### src/fsd2_pkg.sv
// shared types and constants for the sd2 frame deframer
package fsd2_pkg;

   // largest payload accepted in one frame
   localparam int MAX_DATA = 246;

   // delimiters and length bounds
   localparam logic [7:0] START_DELIM = 8'h68;
   localparam logic [7:0] END_DELIM   = 8'h16;
   localparam logic [7:0] HDR_LEN     = 8'd3;
   localparam logic [7:0] MAX_LEN     = 8'(MAX_DATA + 3);

   // result kinds
   localparam logic KIND_DATA   = 1'b0;
   localparam logic KIND_REPORT = 1'b1;

   // frame status codes
   typedef enum logic [1:0] {
      STAT_GOOD    = 2'd0,
      STAT_BAD_SUM = 2'd1,
      STAT_BAD_ED  = 2'd2
   } status_type;

   // parser phases
   typedef enum logic [3:0] {
      PH_HUNT = 4'd0,
      PH_LEN  = 4'd1,
      PH_LEN2 = 4'd2,
      PH_SD   = 4'd3,
      PH_DA   = 4'd4,
      PH_SA   = 4'd5,
      PH_FC   = 4'd6,
      PH_DATA = 4'd7,
      PH_FCS  = 4'd8,
      PH_ED   = 4'd9
   } phase_type;

   // one result item
   typedef struct packed {
      logic       kind;
      logic [7:0] data_byte;
      logic [7:0] dest_addr;
      logic [7:0] src_addr;
      logic [7:0] func_code;
      logic [7:0] data_count;
      logic [1:0] frame_status;
   } rsp_item_type;

endpackage

### src/fsd2_parser.sv
// per-byte frame parser: phase tracking, header capture and sum check
module fsd2_parser (
   input  logic                 clock,
   input  logic                 reset,
   input  logic                 byte_valid,
   input  logic [7:0]           rx_byte,
   output logic                 item_valid,
   output fsd2_pkg::rsp_item_type item
);
   import fsd2_pkg::*;

   phase_type  phase_ff, phase_in;
   logic [7:0] length_ff, length_in;
   logic [7:0] dest_ff, dest_in;
   logic [7:0] src_ff, src_in;
   logic [7:0] func_ff, func_in;
   logic [7:0] sum_ff, sum_in;
   logic [7:0] left_ff, left_in;
   logic       fail_ff, fail_in;
   logic [7:0] sum_add;
   logic [7:0] left_dec;
   logic [7:0] count;

   assign sum_add  = sum_ff + rx_byte;
   assign left_dec = left_ff - 8'd1;
   assign count    = length_ff - HDR_LEN;

   // next state and result for one byte
   always_comb begin
      phase_in   = phase_ff;
      length_in  = length_ff;
      dest_in    = dest_ff;
      src_in     = src_ff;
      func_in    = func_ff;
      sum_in     = sum_ff;
      left_in    = left_ff;
      fail_in    = fail_ff;
      item_valid = 1'b0;
      item       = '0;
      unique case (phase_ff)
         PH_LEN: begin
            length_in = rx_byte;
            phase_in  = PH_LEN2;
         end
         PH_LEN2: begin
            if (rx_byte != length_ff || length_ff < HDR_LEN || length_ff > MAX_LEN) begin
               phase_in = PH_HUNT;
            end else begin
               phase_in = PH_SD;
            end
         end
         PH_SD: begin
            phase_in = (rx_byte == START_DELIM) ? PH_DA : PH_HUNT;
         end
         PH_DA: begin
            dest_in  = rx_byte;
            sum_in   = rx_byte;
            phase_in = PH_SA;
         end
         PH_SA: begin
            src_in   = rx_byte;
            sum_in   = sum_add;
            phase_in = PH_FC;
         end
         PH_FC: begin
            func_in  = rx_byte;
            sum_in   = sum_add;
            left_in  = count;
            phase_in = (count == 8'd0) ? PH_FCS : PH_DATA;
         end
         PH_DATA: begin
            item_valid     = 1'b1;
            item.kind      = KIND_DATA;
            item.data_byte = rx_byte;
            sum_in         = sum_add;
            left_in        = left_dec;
            if (left_dec == 8'd0) begin
               phase_in = PH_FCS;
            end
         end
         PH_FCS: begin
            fail_in  = (rx_byte != sum_ff);
            phase_in = PH_ED;
         end
         PH_ED: begin
            item_valid      = 1'b1;
            item.kind       = KIND_REPORT;
            item.dest_addr  = dest_ff;
            item.src_addr   = src_ff;
            item.func_code  = func_ff;
            item.data_count = count;
            if (rx_byte != END_DELIM) begin
               item.frame_status = STAT_BAD_ED;
            end else begin
               item.frame_status = fail_ff ? STAT_BAD_SUM : STAT_GOOD;
            end
            phase_in = PH_HUNT;
         end
         default: begin
            // hunting, and any phase code without a meaning
            phase_in = (rx_byte == START_DELIM) ? PH_LEN : PH_HUNT;
         end
      endcase
   end

   // phase register
   always_ff @(posedge clock) begin
      if (reset) begin
         phase_ff <= PH_HUNT;
      end else if (byte_valid) begin
         phase_ff <= phase_in;
      end
   end

   // frame context registers
   always_ff @(posedge clock) begin
      if (reset) begin
         length_ff <= '0;
         dest_ff   <= '0;
         src_ff    <= '0;
         func_ff   <= '0;
         sum_ff    <= '0;
         left_ff   <= '0;
         fail_ff   <= 1'b0;
      end else if (byte_valid) begin
         length_ff <= length_in;
         dest_ff   <= dest_in;
         src_ff    <= src_in;
         func_ff   <= func_in;
         sum_ff    <= sum_in;
         left_ff   <= left_in;
         fail_ff   <= fail_in;
      end
   end

endmodule

### src/fsd2_out_buf.sv
// result register with a skid stage behind it
module fsd2_out_buf (
   input  logic                  clock,
   input  logic                  reset,
   input  logic                  in_valid,
   input  fsd2_pkg::rsp_item_type in_item,
   output logic                  in_ready,
   output logic                  out_valid,
   input  logic                  out_ready,
   output fsd2_pkg::rsp_item_type out_item
);
   import fsd2_pkg::*;

   logic         out_valid_ff, out_valid_in;
   logic         skid_valid_ff, skid_valid_in;
   rsp_item_type out_item_ff, out_item_in;
   rsp_item_type skid_item_ff, skid_item_in;
   logic         out_free;

   assign out_free  = !out_valid_ff || out_ready;
   assign in_ready  = !skid_valid_ff;
   assign out_valid = out_valid_ff;
   assign out_item  = out_item_ff;

   // refill the output register from the skid stage first
   always_comb begin
      out_valid_in  = out_valid_ff;
      out_item_in   = out_item_ff;
      skid_valid_in = skid_valid_ff;
      skid_item_in  = skid_item_ff;
      if (out_free) begin
         if (skid_valid_ff) begin
            out_valid_in  = 1'b1;
            out_item_in   = skid_item_ff;
            skid_valid_in = 1'b0;
         end else begin
            out_valid_in = in_valid;
            out_item_in  = in_item;
         end
      end else if (in_valid) begin
         skid_valid_in = 1'b1;
         skid_item_in  = in_item;
      end
   end

   // valid flags
   always_ff @(posedge clock) begin
      if (reset) begin
         out_valid_ff  <= 1'b0;
         skid_valid_ff <= 1'b0;
      end else begin
         out_valid_ff  <= out_valid_in;
         skid_valid_ff <= skid_valid_in;
      end
   end

   // payload
   always_ff @(posedge clock) begin
      out_item_ff  <= out_item_in;
      skid_item_ff <= skid_item_in;
   end

endmodule

### src/fieldbus_sd2_frame_deframer_top.sv
// Variable-length (SD2) fieldbus frame deframer.
// Request channel (req_): one received byte per request in req_tdata.
// Result channel (rsp_): rsp_tuser says what the item is. A payload item
// (rsp_tuser = 0) carries one data byte of the current frame; a report item
// (rsp_tuser = 1) closes the frame with destination, source, function code,
// payload count and status (good, bad sum check, bad end delimiter).
// Frames with a length mismatch, a missing second start delimiter or a
// length outside 3 .. MAX_DATA+3 are dropped silently and the search for a
// start delimiter resumes at the next byte.
// Throughput: one request per cycle while req_tready is high; the phase
// register and sum check update from the incoming byte in a single step.
// Output: a result is registered in the result register, whose outputs drive
// rsp_; while the receiver stalls it first waits in the skid stage.
// Stall: a skid stage holds one result while the receiver stalls, so
// req_tready only drops once both the result register and the skid stage
// are full.
// Reset: synchronous, clears the parser to hunting and empties both
// result stages.
module fieldbus_sd2_frame_deframer_top (
   input  logic        clock,
   input  logic        reset,
   input  logic        req_tvalid,
   output logic        req_tready,
   input  logic [7:0]  req_tdata,   // [7:0] rx_byte
   output logic        rsp_tvalid,
   input  logic        rsp_tready,
   output logic [47:0] rsp_tdata,   // [7:0] data_byte, [15:8] dest_addr, [23:16] src_addr,
                                    // [31:24] func_code, [39:32] data_count,
                                    // [41:40] frame_status, [47:42] zero
   output logic [0:0]  rsp_tuser    // [0] kind
);
   import fsd2_pkg::*;

   logic         req_take;
   logic         item_valid;
   rsp_item_type item;
   rsp_item_type rsp_item;

   assign req_take = req_tvalid && req_tready;

   // byte parser
   fsd2_parser u_parser (
      .clock      (clock),
      .reset      (reset),
      .byte_valid (req_take),
      .rx_byte    (req_tdata),
      .item_valid (item_valid),
      .item       (item)
   );

   // result register and skid stage
   fsd2_out_buf u_out_buf (
      .clock     (clock),
      .reset     (reset),
      .in_valid  (req_take && item_valid),
      .in_item   (item),
      .in_ready  (req_tready),
      .out_valid (rsp_tvalid),
      .out_ready (rsp_tready),
      .out_item  (rsp_item)
   );

   // pack the result
   assign rsp_tuser = rsp_item.kind;
   assign rsp_tdata = {6'd0, rsp_item.frame_status, rsp_item.data_count,
                       rsp_item.func_code, rsp_item.src_addr, rsp_item.dest_addr,
                       rsp_item.data_byte};

`ifndef SYNTHESIS
   // payload items carry nothing but the data byte
   a_data_clean: assert property (@(posedge clock) disable iff (reset)
      rsp_tvalid && rsp_tuser[0] == KIND_DATA |-> rsp_tdata[47:8] == 40'd0)
      else $error("payload item with nonzero report fields");

   // report items carry a defined status and no data byte
   a_report_status: assert property (@(posedge clock) disable iff (reset)
      rsp_tvalid && rsp_tuser[0] == KIND_REPORT |->
         rsp_tdata[41:40] != 2'd3 && rsp_tdata[7:0] == 8'd0)
      else $error("report item with bad status or data byte");

   // back pressure only while a result is waiting
   a_stall_has_result: assert property (@(posedge clock) disable iff (reset)
      !req_tready |-> rsp_tvalid)
      else $error("request side stalled with no result pending");
`endif

endmodule
### config.mk
export PLATFORM = sky130hd
export DESIGN_NAME = fieldbus_sd2_frame_deframer_top
export DESIGN_NICKNAME = d
export VERILOG_FILES = /design/src/fsd2_pkg.sv /design/src/fsd2_parser.sv /design/src/fsd2_out_buf.sv /design/src/fieldbus_sd2_frame_deframer_top.sv
export SDC_FILE = /design/constraint.sdc
export NUM_CORES = 1
export LEC_CHECK = 0
export ABC_AREA = 1
export BUFFER_PORTS_ARGS = -buffer_cell sky130_fd_sc_hd__buf_4
export CORE_ASPECT_RATIO = 0.75
export CORE_MARGIN = 3
export CORE_UTILIZATION = 54
export DETAILED_ROUTE_END_ITERATION = 16
export GPL_ROUTABILITY_DRIVEN = 0
export PLACE_DENSITY = 0.76
export SLEW_MARGIN = 20
export SYNTH_ARGS = -nofsm -noshare
export SYNTH_HDL_FRONTEND = slang
export SYNTH_SLANG_ARGS = --single-unit
### constraint.sdc
create_clock -name clock -period 4.1 [get_ports clock]
set_input_delay 0.615 -clock clock [delete_from_list [all_inputs] [get_ports clock]]
set_output_delay 0.615 -clock clock [all_outputs]
set_load 0.03 [all_outputs]
==> results summary, run 1 <==
The post-route minimum period came out at roughly 2600 ps. The cell internal power dissipation came out at 2.43 mW. The register share of total power came out at 47.9%. The number of antenna violations at the first check in global routing came out at 0. In this run, synthesis produced a sequential element count of 141.

The area growth from synthesis to layout came out at 15.1%. Of the synthesized area, sequential elements account for 53.1%. The number of synthesis warnings came out at 0. The peak supply drop is 0.276 mV. For the pin with the worst max-slew slack, the measured transition is 896 ps. The total of fill cells in the finished design is ~1.0k. The pre-antenna-repair detailed-routing pass consisted of 6 iterations. The pin count of the biggest net entering global routing came out at 47. Counting the buffers created by CTS gives 17. The count of endpoints failing hold in the final timing report came out at 0. The number of top-level pins came out at between 60 and 70. The synthesized design devotes to its leading area cell type a little under two fifths of total area. The count of unique library cells instantiated by Yosys is 46. The max-capacitance violation count is 0. The count of nets left with antenna violations once routing finished came out at 0. The total power consumption of the routed design came out at 3.13 mW. The share of the clock period used by the worst path after layout came out at a little under two thirds. The number of DRC markers in iteration 0 is 537. The biggest cell delay along the critical path came out at 580 ps.

In this run, synthesis inferred 86 flip-flops with an integrated enable. For this block, the via count after detailed routing is 5331. The post-cts resize count is 0. After routing, the total negative slack on setup checks comes to 0 ps. The count of final max-slew check failures came out at 0. Cells fill 64.2% of the core in the end.

The switching power is 0.706 mW. Setup violations remaining at the end of the flow were counted as 0. The maximum clock frequency came out at 384 MHz. The hold buffer count at cts is 0. The global-route wire length before repair is ~24 mm. The HPWL after detailed placement is about 10 mm. In this run the worst hold path is classified as primary input to register. The total length of routed wires is roughly 15 mm. The cell type with the highest aggregate area in the netlist is edfxtp_1. The clock tree synthesis step divided the H-tree into 4 levels. Input and output buffers added on the ports amount to 56. The root buffer cell chosen for the clock tree is clkbuf_16. The global router's overall resource usage came out at 21.4%. In this design, the critical path's most frequently occurring cell is nor2_4. The core outline area is 12400 um^2. The commonest cells after synthesis are nand2_1 (221), edfxtp_1 (86), inv_1 (78). The number of nets in the final layout came out at 850. Row generation in the floorplan step produced 35 rows. The final hold slack is 464 ps. The average cell area after synthesis came out at 8.96 um^2.

The signal arrival time at the worst endpoint came out at between 2000 and 3000 ps. The worst slew slack as a fraction of its limit came out at 40.2%. Among all flip-flop cells after synthesis, the most frequent one is edfxtp_1.

The number of global-route vias before repair was 4908. Setup repair after global routing left no endpoint under its margin. The run finished with clean final reports. The die outline area is 14300 um^2. The most used standard cell by instance count after synthesis is nand2_1. The share of cells above drive strength 1 is 18.1%. The synthesized area is 6940 um^2. Ranked by total cell area, the synthesized netlist is headed by edfxtp_1 (37%), dfxtp_1 (16%), nand2_1 (12%). The height of the chip came out at 104 um. STA classifies the critical path startpoint as a register.

The later-pin clock latency in the skew report is 420 ps. The switching power as a share of total power came out at between 20% and 30%. The areal power density over the cells is 392 nW/um^2. The share of total power in combinational logic came out at 4.7%. The fraction of registers with async set or reset after synthesis is 0%. CTS saw roughly 140 sinks.

The die outline width came out at 137 um. In the routed layout, each cell is associated on average with a via count of 5.31. The leakage power total is 3.44 nW. The number of buffers added for setup after CTS is 0. The longest clock path from root to sink contains 2 buffers.

Clock-pin slew was measured on the worst setup and hold paths at ~60 ps. For the worst setup path, the data required time is approximately 4200 ps. The fraction of power consumed by the clock network came out at 47.4%. The final antenna diode count came out at 0. Among all stages on the critical path, the largest delay is contributed by dfxtp_1.

The setup path with the least slack is of type register to register. The sum of overflow across all layers after global routing came out at 0. The worst clock skew is approximately 7 ps. The critical path endpoint category is a register.

The instance count of the mapped netlist is 774. TritonCTS built the clock tree. The critical path goes through nand2_1 -> nor2_4 -> inv_2 -> a21oi_2 -> inv_1 -> nor2_4 -> buf_12. Once the floorplan was initialized, standard cells occupied 55.8% of the core.

The peak fanout along the critical path is 27. For this run, design rule violations remaining after detail routing come to 0. The average detailed-routed wire length per instance came out at 14.7 um.
-- cell type report --
| type | count | area [um^2] | area share [%] |
|---|---|---|---|
| Tap cell | 166 | 208 | 2.60 |
| Timing Repair Buffer | 61 | 470 | 5.89 |
| Inverter | 87 | 329 | 4.12 |
| Multi-Input combinational cell | 517 | 2730 | 34.1 |
| Clock inverter | 14 | 143 | 1.79 |
| Clock buffer | 18 | 429 | 5.37 |
| Sequential cell | 141 | 3680 | 46.1 |
-- routing by layer --
| metal | up-vias | global-route usage [%] | part of all wire, % |
|---|---|---|---|
| met5 | - | 0 | 0 |
| met4 | 0 | 7.69 | 1.9 |
| met3 | 35 | 5.17 | 10 |
| met2 | 283 | 31.0 | 43 |
| met1 | 2386 | 31.4 | 45 |
| li1 | 2627 | - | - |
-- state kept, by name (all words and copies together) (netlist names), 4 cells and up --
register / cells
u_out_buf.out_item: 43
u_out_buf.skid_item_ff: 43
u_parser.dest_ff: 8
u_parser.func_ff: 8
u_parser.left_ff: 8
u_parser.length_ff: 8
u_parser.src_ff: 8
u_parser.sum_ff: 8
u_parser.phase_ff: 4
-- power by group through the flow --
stage               sequential [mW]  combinational [mW]  clock [mW]
CTS                            1.50               0.143        1.51
floorplan                      1.53               0.105           0
finish                         1.50               0.147        1.48
global placement               1.53               0.138           0
detailed placement             1.53               0.141           0
global route                   1.50               0.161        1.57
-- logic make-up (layout without fill, tap and decap cells) --
group	Yosys count	after routing	synth area share, %
and+or+nand+nor	364	364	25.5
DFF	141	141	53.1
AOI/OAI and AO/OA	127	127	9.96
buffers and inverters	121	180	8.04
adders and majority gates	13	13	2.45
xor gates and xnor gates	7	7	0.884
other	1	6	0.0541
-- critical path: cells and delay by family (launching register included) --
kind	cells	cell delay [ps]
AOI/OAI and AO/OA	1	210
buffers and inverters	3	570
DFF	1	580
and+or+nand+nor	3	930
-- stage by stage --
stage	setup WS [ps]	instance area, um^2	cells
after detailed placement	1160	7400	971
after global placement	1330	7400	971
after global routing	1320	7990	1004
final	1500	7990	1004
after floorplan	57.1	6960	779
after CTS	1150	7970	1003
-- worst paths after layout --
path                                      from                                    to  slack [ps]  depth (start not counted)
max          u_parser.phase_ff[1]$_SDFFE_PP0P_  u_out_buf.skid_item_ff[28]$_DFFE_PP_        1500                          7
min reg2reg    u_parser.sum_ff[6]$_SDFFE_PP0P_       u_parser.sum_ff[6]$_SDFFE_PP0P_         470                          2
min                                      reset     u_parser.phase_ff[3]$_SDFFE_PP0P_         460                          2
max reg2reg  u_parser.phase_ff[1]$_SDFFE_PP0P_  u_out_buf.skid_item_ff[28]$_DFFE_PP_        1500                          7
-- cell usage in the layout, fill, tap and decap left out, drive strengths merged, types with 2 or more instances in the layout --
master / count
o22ai: 2
ha: 12
a311oi: 2
inv: 90
xnor2: 4
dfxtp: 55
clkbuf: 18
edfxtp: 86
nor2: 90
xor2: 3
o21ai: 48
conb: 6
nor4: 3
nand4: 12
clkinv: 7
a31oi: 2
buf: 61
o211ai: 6
clkinvlp: 2
a21oi: 60
or2: 6
nand2: 227
bufinv: 2
nand3: 21
nor3: 4
Note: power is estimated with default switching activity, not from simulation.
==> run 2: changes to the inputs <==
- ABC_AREA: 1 -> 0
- CORE_UTILIZATION: 54 -> 53
- PLACE_DENSITY: 0.76 -> 0.75
- clock period: 4.1 -> 2.1 ns (I/O delays scaled with it)
==> results summary, run 2 <==
The number of vias in the routed layout is 4814. Setup repair after global routing could not meet its margin everywhere. From left edge to right edge, the die measures 134 um.

The checks that failed: setup timing. Traced cell by cell, the critical path runs through or4_4 -> o21ai_2 -> a41oi_1 -> or3_1 -> or4_1 -> a21oi_2. The setup slack at placement is -172 ps. The synthesized netlist occupies a cell area of ~6500 um^2. The final core area utilization came out at 67.9%. The areal power density over the cells is 748 nW/um^2. The Yosys step of the flow raised 0 warnings. The peak fanout along the critical path is 3.

The count of final max-slew check failures is 0. The clock transition at the register clock pins on the worst setup and hold paths after CTS came out at 60 ps. The count of port buffers added during placement is 56. The number of DRC markers in iteration 0 is 295.

The global router's overall resource usage came out at 22.5%. The number of antenna violations at the first check in global routing came out at 0. The critical path depth came out at 6. For the finished layout, the period the worst path requires is 2230 ps. The destination of the critical timing path is u_parser.phase_ff[2]$_SDFFE_PP0P_. The detailed-routed wire length on met3 is 1.04 mm. The worst clock skew came out at approximately 10 ps.

The share of total power in combinational logic is under 10%. The switching power as a share of total power is about a quarter. The final antenna diode count is 0. For this design, the slowest cell found on the critical path is or4_4.

The beginning of the worst register-to-register path is u_parser.left_ff[0]$_SDFFE_PP0P_. The fraction of registers with async set or reset after synthesis came out at 0%. After synthesis, the cell types taking the most area are edfxtp_1 (40%), dfxtp_1 (17%), mux2_2 (5.7%). For this block, the routed nets add up to 14.9 mm of wire. The number of top-level pins came out at 63.

The library cell used most frequently in the layout, excluding fill and tap cells, is buf_4. The worst setup slack for register-to-register paths came out at -130 ps. The average detailed-routed wire length per instance came out at 17.5 um. The required time of the critical path is 2450 ps. The HPWL after detailed placement came out at between 9 and 10 mm. The clock reaches the later pin of the worst-skew pair after 430 ps. The maximum clock path buffer count is 2. The count of standard-cell rows is 34. The portion of the post-synthesis area used by sequential elements is between 50% and 60%. The routed length on met1 came out at 6.74 mm. The worst slew slack as a fraction of its limit came out at 50.3%. The share of the clock period used by the worst path after layout came out at 106%. The worst setup path is captured at a register. The run finished, with violations left. The final routed DRC violation total is 0. The worst setup path is of the register to register kind.

The die outline area is 13600 um^2. Setup violations remaining at the end of the flow were counted as 3. The H-tree generated during clock tree synthesis spans 4 levels. TritonCTS built the clock tree. The class of the most critical hold timing path is primary input to register. By count the netlist is led by edfxtp_1 (86), nor2_1 (76), dfxtp_1 (55). The sum of overflow across all layers after global routing is 0.

The number of global-route vias before repair is 4686. Derived from the worst setup path, the maximum achievable clock frequency is 448 MHz. At the end of the flow, the number of nets in the layout was 699. The capturing point of the worst reg2reg path is u_parser.phase_ff[2]$_SDFFE_PP0P_. The count of endpoints failing hold in the final timing report came out at 0. In this run the vertical extent of the chip is 102 um.

The cell family contributing the most delay on the critical path is simple AND/OR/NAND/NOR gates. In this run the top signal layer used is met4. Before antenna repair, the detailed router went through 5 iterations.

The most used standard cell by instance count after synthesis is edfxtp_1. The nature of the critical path startpoint is a register. CTS placed an instance of clkbuf_16 at the clock tree root. The analysis attributes to net switching a power of 1.42 mW.

Clock tree synthesis inserted a total of 17 buffers. The peak supply drop is 0.465 mV. The cell internal power dissipation is 4.56 mW. The slew at the pin closest to its max-slew limit came out at 745 ps.

Cells with a size suffix above 1 make up about 28% of the layout. The synthesis-stage register bit count came out at 141. The count of unique library cells instantiated by Yosys came out at 59. The number of buffer and inverter stages on the critical path came out at 0.

The per-cell via count in the routed design came out at 5.67. Of the post-synthesis cell area, the dominant cell type holds 39.7%. Once detail routing completed, the nets flagged for antenna violations numbered 0. The first global-routing pass estimated 24.0 mm of wire. The largest single stage delay on the critical path is 550 ps. Entering global routing, the biggest net connects 46 pins. The routed design uses 6.88 mm of met2 wire. Counting cells, the worst reg-to-reg path comes to 6. The average cell area after synthesis came out at 11.0 um^2. The top flip-flop cell by instance count after synthesis is edfxtp_1.

The max-capacitance violation count came out at 0. The leakage power total is about 3.5 nW. The effective utilization at floorplan came out at 55.1%.

The instance count of the mapped netlist came out at 590. The clock net sink count came out at 141. In the layout the commonest cells are buf_4 (106), edfxtp_1 (86), nor2_1 (74).

The area growth from synthesis to layout came out at 23.1%. The final critical-path setup slack came out at -132 ps. The biggest area contributor in the post-synthesis netlist is edfxtp_1. At the worst endpoint, the arrival time is 2580 ps. Buffers inserted to repair hold after CTS numbered 0. Yosys mapped a number of flops with a built-in enable equal to 86. In this run the standard cell core region covers approximately 12000 um^2.

Tracing the worst setup path back leads to its startpoint at u_parser.left_ff[0]$_SDFFE_PP0P_. The register share of total power is roughly half. The fraction of power consumed by the clock network came out at 48.9%.
run 2: how the worst min path moves through the flow:
stage / startpoint / endpoint / slack, ps / depth (start not counted)
after floorplan: reset / u_parser.sum_ff[7]$_SDFFE_PP0P_ / 400 / 1
after global placement: u_parser.dest_ff[0]$_SDFFE_PP0P_ / u_parser.dest_ff[0]$_SDFFE_PP0P_ / 440 / 2
after detailed placement: u_parser.dest_ff[7]$_SDFFE_PP0P_ / u_parser.dest_ff[7]$_SDFFE_PP0P_ / 440 / 2
after CTS: req_tdata[7] / u_parser.dest_ff[7]$_SDFFE_PP0P_ / 200 / 3
after global routing: req_tdata[7] / u_parser.dest_ff[7]$_SDFFE_PP0P_ / 230 / 3
final: req_tdata[7] / u_parser.dest_ff[7]$_SDFFE_PP0P_ / 220 / 3
run 2: area by class of cell:
cell class | instances | area (um^2)
clock buffer | 18 | 439
timing repair buffer | 108 | 836
clock inverter | 14 | 134
sequential | 141 | 3690
fill | 868 | 3790
tap | 162 | 203
inverter | 13 | 48.8
multi-input combinational | 393 | 2640
run 2: layer usage:
metal,global-route usage (%),vias to the layer above
met3,5.17,20
met1,30.5,2337
met5,0,-
li1,-,2263
met4,7.11,0
met2,36.6,194
run 2: tightest hold or removal path, stage by stage:
cell     delay, ps
buf_4          150
nand2_1         70
a21oi_1         50
run 2: repair_timing:
action	in CTS	in global routing
endpoints found under the hold margin	0	0
endpoints found under the setup margin	4	7
pin swaps	0	1
buffers inserted	0	0
gates resized for setup	1	8
run 2: through the flow:
step	instances	TNS, ps	hold slack (ps)	instance area, um^2	total power, mW
3_3_place_gp	817	-105	439	7390	3.11
4_1_cts	849	-249	201	7970	6.00
2_1_floorplan	595	-13190	405	6610	3.05
5_1_grt	849	-746	225	8000	6.14
6_report	849	-344	217	8000	5.98
3_5_place_dp	817	-450	443	7390	3.11
run 2: cells by family (layout without fill, tap and decap cells):
kind of cell	count (synthesis)	in the layout	synth area share, %
buffers and inverters	61	153	4.02
multiplexers	56	56	9.26
AND/OR/NAND/NOR	205	205	15.6
AO/OA/AOI/OAI	91	91	8.80
flip-flops	141	141	56.7
XOR/XNOR	22	22	2.96
adder cells (fa/ha/maj)	13	13	2.62
other	1	6	0.0577
run 2: power groups by stage:
stage          registers [mW]  logic, mW  clock network, mW
2_1_floorplan            2.96     0.0913                  0
3_3_place_gp             2.96      0.149                  0
3_5_place_dp             2.96      0.151                  0
4_1_cts                  2.90      0.153               2.95
5_1_grt                  2.90      0.167               3.07
6_report                 2.90      0.157               2.93
